<file path="config.mk">
export PLATFORM = sky130hd
export DESIGN_NAME = tlcg_ram
export DESIGN_NICKNAME = d
export VERILOG_FILES = /design/src/rtl/tlcg_ram.sv
export SDC_FILE = /design/constraint.sdc
export NUM_CORES = 1
export LEC_CHECK = 0
export BUFFER_PORTS_ARGS = -buffer_cell sky130_fd_sc_hd__buf_2
export CAP_MARGIN = 20
export CORE_MARGIN = 1.5
export CORE_UTILIZATION = 45
export CTS_CLUSTER_DIAMETER = 100
export DETAILED_ROUTE_END_ITERATION = 7
export PLACE_DENSITY = 0.71
export SLEW_MARGIN = 20
export SYNTH_ARGS = -nofsm -noshare
export SYNTH_HDL_FRONTEND = slang
export SYNTH_SLANG_ARGS = --single-unit
</file>
<file path="constraint.sdc">
create_clock -name clk -period 2.2 [get_ports clk]
set_clock_uncertainty 0.05 [all_clocks]
set_input_delay 0.44 -clock clk [delete_from_list [all_inputs] [get_ports clk]]
set_output_delay 0.44 -clock clk [all_outputs]
set_load 0.02 [all_outputs]
</file>
<file path="src/rtl/tlcg_ram.sv">
`timescale 1ns / 1ps
// Generic single-port-write, single-port-read RAM with registered read.
// No dependencies.
module tlcg_ram #(
  parameter int WIDTH = 8,
  parameter int DEPTH = 2,
  localparam int AW = (DEPTH > 1) ? $clog2(DEPTH) : 1
) (
  input  logic             clk,
  input  logic             wr_en,
  input  logic [AW-1:0]    wr_addr,
  input  logic [WIDTH-1:0] wr_data,
  input  logic             rd_en,
  input  logic [AW-1:0]    rd_addr,
  output logic [WIDTH-1:0] rd_data
);

  logic [WIDTH-1:0] mem [DEPTH];

  always_ff @(posedge clk) begin
    if (wr_en) begin
      mem[wr_addr] <= wr_data;
    end
    if (rd_en) begin
      rd_data <= mem[rd_addr];
    end
  end

endmodule

</file>
==> results by stage, run 1 <==
Power and ir drop:
- In this run the power density over the cells is just under 900 nW/um2.
- The share of total power consumed by net switching is between 10% and 20%.
- The clock network is responsible for between 30 and 40% of the overall power.
- Per report_power, the combinational group accounts for roughly 7.6% of the total.
- Summed over all nets, the switching power comes to ~0.00016 W.
- IR analysis of the VDD net gives a maximum drop of 518 uV.
- The design draws 0.000923 W.
- Sequential cells burn roughly 60% of the power.
- The leakage power is about 0.41 nW.
- The internal portion of the total power is between 0.0007 and 0.0008 W.

Worst setup path:
- The sort of element at the start of the critical path is a flip-flop.
- The critical path goes through buf_2.
- The worst-path maximum fanout is 1.
- STA puts the critical path data required time at between 1.5 and 2 ns.
- The worst setup path is of the flip-flop to primary output kind.
- The kind of cell adding the most delay to the critical path is flip-flops.
- The maximum single-stage delay on the critical path is 0.38 ns.
- The worst-case reg-to-reg path depth is 1.
- The path length in cells of the critical path is 1.
- The count of buffer and inverter cells on the critical path is 1.
- Data arrives at the worst endpoint at between 0.8 and 0.9 ns.
- The slowest cell on the critical path is sky130_fd_sc_hd__edfxtp_1.
- The critical path capture point type is a primary output.

Yosys:
- sky130_fd_sc_hd__edfxtp_1 is the most common cell in the netlist.
- Counting flops with a built-in enable in the synthesized netlist gives 24.
- Ranked by total cell area, the synthesized netlist is headed by sky130_fd_sc_hd__edfxtp_1 (83%), sky130_fd_sc_hd__mux2_4 (14%), sky130_fd_sc_hd__buf_6 (1.3%).
- The number of nets handed over by synthesis was 48.
- The area share of the largest cell type after synthesis is a little over four fifths.
- The number of distinct standard cells referenced by the synthesized netlist is 5.
- The count of state elements after synthesis is 24.
- The summed instance area of the synthesized netlist is 865 um2.
- For this run, the leading register cell type out of synthesis is sky130_fd_sc_hd__edfxtp_1.
- The Yosys warning count is 0.
- Counting instances in the post-synthesis netlist gives the leading cell types as sky130_fd_sc_hd__edfxtp_1 (24), sky130_fd_sc_hd__mux2_4 (8), sky130_fd_sc_hd__and2_1 (1), sky130_fd_sc_hd__buf_6 (1), sky130_fd_sc_hd__nor2b_1 (1).
- In the synthesized netlist, the number of instances is 35.
- In the synthesized netlist the async set-or-reset flop fraction comes to 0%.
- Of all cell types, the one taking the most synthesized area is sky130_fd_sc_hd__edfxtp_1.
- After synthesis, flip-flops and latches occupy 83.4% of the total area.
- Each instance of the synthesized netlist takes up on average about 25 um2.

Status:
- The run finished with clean final reports.

Hold path:
- The type of the most critical hold path is input port to flip-flop.
- Counting instances, the worst hold path has a depth of 1.

Clock tree:
- Clock tree synthesis found a total of 24 sinks.
- The count of buffers added by post-CTS timing repair for setup is 0.
- The TritonCTS clock tree is done.
- For the worst-skew pair, the clock arrives at the later sink with an insertion delay of around 0.3 ns.
- The H-tree level count is 1.
- The cell chosen for the clock root is sky130_fd_sc_hd__clkbuf_4.
- The clock-pin slew on the worst setup and hold paths is 0.12 ns.
- The number of buffers inserted during clock tree synthesis is 3.
- Counting along the longest clock path gives a buffer depth of 2.
- The number of gates resized after CTS is 0.
- The cts-stage hold buffer count is 0.

Cells and area:
- From synthesis to final layout, the design area changed by 20.0%.
- The number of inserted filler cells in the final layout is between 150 and 200.
- The proportion of layout cells with a drive suffix above 1 is 55.2%.
- Summing all flip-flop and latch instances after layout gives between 700 and 800 um2.
- The number of antenna diodes in the final layout is 0.
- The area occupied by multi-input gates is ~130 um2.
- The final net count is roughly 70.
- The final standard cell area without fillers is about 1000 um2.

Floorplan:
- The core region is about 1800 um2.
- The die is about 47 um tall.
- The die covers approximately 2200 um2.
- The initial standard-cell utilization of the core is roughly half.
- The number of top-level design ports is 21.
- The chip width is 46.8 um.
- The number of rows in the core area is 15.

STA:
- The actual transition at the worst max-transition pin is slightly above 0.6 ns.
- Hold is met by roughly 0.26 ns.
- The final hold violation count came to 0.
- Adding up every negative setup slack in the final design gives 0 ns.
- Setup repair after global routing left no endpoint under its margin.
- The final setup violation count is 0.
- Subtracting the final worst setup slack from the clock period gives about 1.3 ns.
- The number of max-slew violations in the final report came to 0.
- The worst path meets setup with around 0.86 ns of slack.
- Static timing analysis puts the maximum clock frequency at between 700 and 800 MHz.
- The relative slew slack is 58.7%.
- The post-route clock period utilization is between 60% and 70%.

Route:
- For this run, the detailed router's first-pass iteration total came to 3.
- The first routing iteration left 2 violations.
- The via count normalized by instance count is 4.37.
- The detail route stage leaves a number of antenna-violating nets equal to 0.
- Dividing the detail-routed wire length by the instance count gives 10.4 um.
- In the routed design, unresolved DRC markers number 0.
- The total number of vias is around 360.
- For this block, the routed nets add up to roughly 860 um of wire.

GRT:
- Global routing used 9.36% of the available tracks.
- The initial antenna violation count is 0.
- The pin count of the biggest net entering global routing is 15.
- The total global routing overflow is 0.
- The number of global-route vias before repair is 354.
- The wire length of the first global-routing pass is around 1400 um.

Placement:
- In this run the cell area measured after placement is just under 1000 um2.
- Buffers placed on the I/O ports in this run total 20.
- The worst setup slack before clock tree synthesis is ~0.7 ns.
- The global placer's final weighted congestion is about 0.66.

Run:
- The count of maximum capacitance violations is 0.
cell families after synthesis:
group / Yosys count / synth area share [%]
buffers and inverters: 1 / 1.30
flip-flops: 24 / 83.4
multiplexers: 8 / 13.9
AND/OR/NAND/NOR: 2 / 1.45
final timing paths:
path	start	to	slack (ns)
worst min-delay path	wr_data[1]	mem[0][1]	0.26
worst min register to register	mem[1][3]	rd_data[3]	0.51
worst max register to register	mem[0][7]	rd_data[7]	1.25
worst max-delay path	rd_data[7]	rd_data[7]	0.86
cell type report:
type	instances	share of cell area [%]
Tap cell	25	3.02
Clock inverter	1	2.90
Sequential cell	24	69.5
Clock buffer	3	2.17
Timing Repair Buffer	20	9.65
Multi-Input combinational cell	10	12.8
metrics by stage:
step	instances	util (%)
after global placement	79	55.8
after CTS	83	58.8
final	83	58.8
after floorplan	35	-
after global routing	83	58.8
after detailed placement	79	55.8
registers in the layout, indices dropped and copies added (netlist names):
name	cells
mem	16
rd_data	8
cells in the final DEF (no fill, tap or decap), drive strengths merged:
cell type | Yosys | layout
edfxtp | 24 | 24
buf | 1 | 20
mux2 | 8 | 8
clkbuf | 0 | 3
nor2b | 1 | 1
and2 | 1 | 1
bufinv | 0 | 1
power by group through the flow:
stage / Combinational (W) / Clock [W] / Sequential [W]
2_1_floorplan: 0.0000313 / 0 / 0.000571
3_3_place_gp: 0.0000703 / 0 / 0.000557
3_5_place_dp: 0.0000714 / 0 / 0.000557
4_1_cts: 0.0000716 / 0.000315 / 0.000547
5_1_grt: 0.0000761 / 0.000326 / 0.000550
6_report: 0.0000702 / 0.000306 / 0.000546
layer usage:
| metal | GRT usage, % | vias to the layer above | part of all wire, % |
|---|---|---|---|
| met4 | 6.67 | 0 | 2.2 |
| met2 | 14.5 | 20 | 46 |
| met3 | 2.69 | 2 | 8.2 |
| met5 | 0 | - | 0 |
| li1 | - | 183 | - |
| met1 | 11.2 | 158 | 44 |
Note: power is estimated with default switching activity, not from simulation.
==> run 2: changes to the inputs <==
- ABC_AREA: unset -> 1
- CORE_UTILIZATION: 45 -> 44
- PLACE_DENSITY: 0.71 -> 0.73
- clock period: 2.2 -> 1.1 ns (I/O delays scaled with it)
==> run 2 against run 1 <==
The run now ends with negative setup slack left; register-to-register slack lost 0.95 ns; via count grew 23%; design area grew 0.12%; largest power group unchanged; critical path depth is the same; critical endpoint is now rd_data[3]; die area shrank 0.49%; first-iteration DRC count grew to 2.5 times the previous value; synthesized area shrank 2.7%.
==> results by stage, run 2 <==
Status:
- The flow ran to the end, but the final reports show violations.
- The final reports fail on negative setup slack.

Cells and area:
- The number of inserted filler cells in the final layout is between 150 and 200.
- The post-route netlist has about a third of its cells at a drive strength greater than 1.
- The largest registers in the layout are mem (16), rd_data (8).
- The most frequent standard cell in the layout excluding fill and tap cells is sky130_fd_sc_hd__nand2_1.
- The register bank with the most flops is mem.
- The sequential cell area in the final layout is between 700 and 800 um2.
- The number of flip-flops under the largest register name is 16.
- From synthesis to final layout, the design area changed by 23.5%.
- The multi-input combinational cells in the finished layout cover a total of just under 100 um2.
- The antenna cell count is 0.
- The post-route core utilization is roughly three fifths.
- After routing the design area is between 1000 and 1500 um2.
- Leaving out fill and tap cells, the most frequent cells in the layout are sky130_fd_sc_hd__nand2_1 (25), sky130_fd_sc_hd__edfxtp_1 (24), sky130_fd_sc_hd__buf_2 (13).
- The final net count is 92.

Power and ir drop:
- The power per unit of standard cell area is roughly 1500 nW/um2.
- The leakage power is 0.436 nW.
- VDD sags by at most about 950 uV.

Hold path:
- The type of the most critical hold path is input port to flip-flop.
- The endpoint of the worst hold-timing path is mem[0][3].
- Along the worst hold path, the cell count comes to 1.
- The startpoint of the most critical hold path is wr_data[3].

Route:
- After detailed routing, the total wire length is 1000 um.
- The detail route stage leaves a number of antenna-violating nets equal to 0.
- The average routed wire per standard cell is 9.73 um.
- The total number of vias is roughly 450.
- The initial DRC count is 5.
- In the detailed route, the total length drawn on met3 is around 51 um.
- The routed length on met1 is slightly below 400 um.
- The top layer reached by signal wires is met4.
- The detailed-routing iteration count for the pre-antenna-repair pass is 4.
- Summed over all nets, wire length on met2 after detailed routing comes to roughly 540 um.
- The via count normalized by instance count is 4.34.
- The number of DRC violations after detailed routing is 0.

Yosys:
- The number of enable-type register cells in the synthesized netlist is 24.
- Multiplexer cells account for 0% of the synthesized area.
- After Yosys synthesis, full adders, half adders and majority gates account for 0% of the synthesized area.
- Synthesis inferred 24 register bits.
- The fraction of registers with async set/reset is 0%.
- Counting every instance in the synthesized netlist gives 54.
- The largest total area in the synthesized netlist belongs to sky130_fd_sc_hd__edfxtp_1.
- By count the netlist is led by sky130_fd_sc_hd__nand2_1 (25), sky130_fd_sc_hd__edfxtp_1 (24), sky130_fd_sc_hd__inv_1 (2).
- The fraction of the yosys area taken by sequential cells is 85.7%.
- The share of the synthesized netlist area taken by xor and xnor gates is 0%.
- Summing the areas of all and, or, nand and nor instances in the mapped netlist gives around 12% of the synthesized area.
- The area share of the largest cell type after synthesis is between 80% and 90%.
- The most numerous cell in the Yosys netlist is sky130_fd_sc_hd__nand2_1.
- The summed instance area of the synthesized netlist is 841 um2.
- The average instance area after synthesis is ~16 um2.
- The synthesized netlist devotes 0% of its cell area to compound gates.
- The net count of the mapped netlist is 67.
- The number of distinct standard cells referenced by the synthesized netlist is 6.
- The most used flip-flop cell after synthesis is sky130_fd_sc_hd__edfxtp_1.
- The largest family of logic cells by synthesized area is simple AND/OR/NAND/NOR gates.
- The Yosys warning count is 0.
- By area the synthesized netlist is led by sky130_fd_sc_hd__edfxtp_1 (86%), sky130_fd_sc_hd__nand2_1 (11%), sky130_fd_sc_hd__buf_6 (1.3%).

GRT:
- Entering global routing, the biggest net connects 14 pins.
- The first global-routing pass estimated approximately 1500 um of wire.
- The number of global-route vias before repair is about 390.
- The overall fraction of global-route tracks in use is a little over a tenth.
- The initial antenna violation count is 0.
- Global routing finished with a remaining overflow of 0.

STA:
- Setup repair after global routing could not meet its margin everywhere.
- The actual transition at the worst max-transition pin is about 0.3 ns.
- The minimum setup slack in the final design is -0.0102 ns.
- The final hold violation count is 0.
- The final critical path takes up 101% of the cycle.
- The worst path in the final design needs a cycle of ~1.1 ns, including I/O delays and setup.
- The relative slew slack is 79.9%.
- The highest achievable clock rate is between 900 and 1000 MHz.
- The number of max-slew violations in the final report came to 0.
- The final setup violation count is 5.

Clock tree:
- TritonCTS built the clock tree.
- Gates resized during post-CTS repair numbered 0.
- In this run the deepest clock path goes through 2 buffers.
- Buffers added to address setup during post-CTS repair amount to 0.
- CTS built an H-tree with a depth of 1.
- CTS placed an instance of sky130_fd_sc_hd__clkbuf_4 at the clock tree root.
- The cts-stage hold buffer count is 0.
- The clock latency reported for the late side of the worst-skew pair is just under 0.3 ns.
- After clock tree synthesis, the clock-pin slew on the worst setup and hold paths is between 0.1 and 0.15 ns.
- CTS saw 24 sinks.
- Buffers inserted during clock tree synthesis total 3.

Worst setup path:
- The count of buffer and inverter cells on the critical path is 1.
- The critical path capture point type is a primary output.
- On the worst path, the slowest cell contributes a delay of around 0.40 ns.
- The cell family contributing the most delay on the critical path is flip-flops.
- Walking the worst path, the cells encountered are buf_6.
- Counting cells, the worst reg-to-reg path comes to 2.
- The critical path class is flip-flop to primary output.
- The slack of the worst reg-to-reg path is ~0.30 ns.
- Of all nets on the critical path, the largest fanout is 1.
- For this design, the slowest cell found on the critical path is sky130_fd_sc_hd__edfxtp_1.
- The capture point of the worst reg-to-reg path is rd_data[0].
- The required time of the critical path is between 0.8 and 0.9 ns.
- The sort of element at the start of the critical path is a flip-flop.
- The start of the worst register-to-register path is mem[1][0].
- At the worst endpoint, the arrival time is about 0.84 ns.

Placement:
- Port buffering added 20 buffers.
- The instance area at placement is 968 um2.
- The worst setup slack before clock tree synthesis is 0.101 ns.
- Routability-driven placement finished with a final weighted congestion of a little under 0.7.

Floorplan:
- The area of the core is 1760 um2.
- The number of rows in the core area is 15.
- The number of top-level design ports is 21.
- In this run the horizontal extent of the chip is roughly 47 um.
- The die height is approximately 47 um.
- The die outline area is 2180 um2.
- Once the floorplan was initialized, standard cells occupied around 48% of the core.

Run:
- The count of maximum capacitance violations is 0.
==> run 2: routing by layer <==
layer	vias to the layer above	track usage (%)
li1	231	-
met1	197	11.5
met2	17	18.3
met3	2	1.57
met4	0	10.0
met5	-	0
==> run 2: where the power goes <==
part	total, W	internal, W	leakage (nW)	switching (W)
Clock	0.000359	0.000132	0.0154	0.000227
Combinational	0.000145	0.0000648	0.191	0.0000798
Sequential	0.00110	0.00108	0.230	0.0000188
==> run 2: cell type report <==
type	count	area share, %
clock buffer	3	2.17
clock inverter	1	0.361
timing repair buffer	21	14.6
inverter	3	1.08
multi-input combinational	26	9.40
tap	25	3.01
sequential	24	69.4
==> run 2: cell families after synthesis <==
logic type             after synthesis
DFF                                 24
buffers and inverters                4
and+or+nand+nor                     26
==> run 2: how the worst max path moves through the flow <==
stage	from	to	depth (start not counted)
2_1_floorplan	wr_en	mem[0][0]	2
3_3_place_gp	wr_addr	mem[1][4]	3
3_5_place_dp	wr_addr	mem[1][3]	3
4_1_cts	rd_data[3]	rd_data[3]	1
5_1_grt	rd_data[1]	rd_data[1]	1
6_report	rd_data[3]	rd_data[3]	1
==> run 2: stage by stage <==
stage                     hold WS (ns)  power, W  std cells  TNS [ns]
after global routing            0.0326   0.00167        103    -0.383
final                           0.0524   0.00160        103   -0.0304
after detailed placement         0.361   0.00124         99         0
after CTS                       0.0401   0.00160        103   -0.0926
after floorplan                  0.269   0.00118         54         0
after global placement           0.360   0.00123         99         0
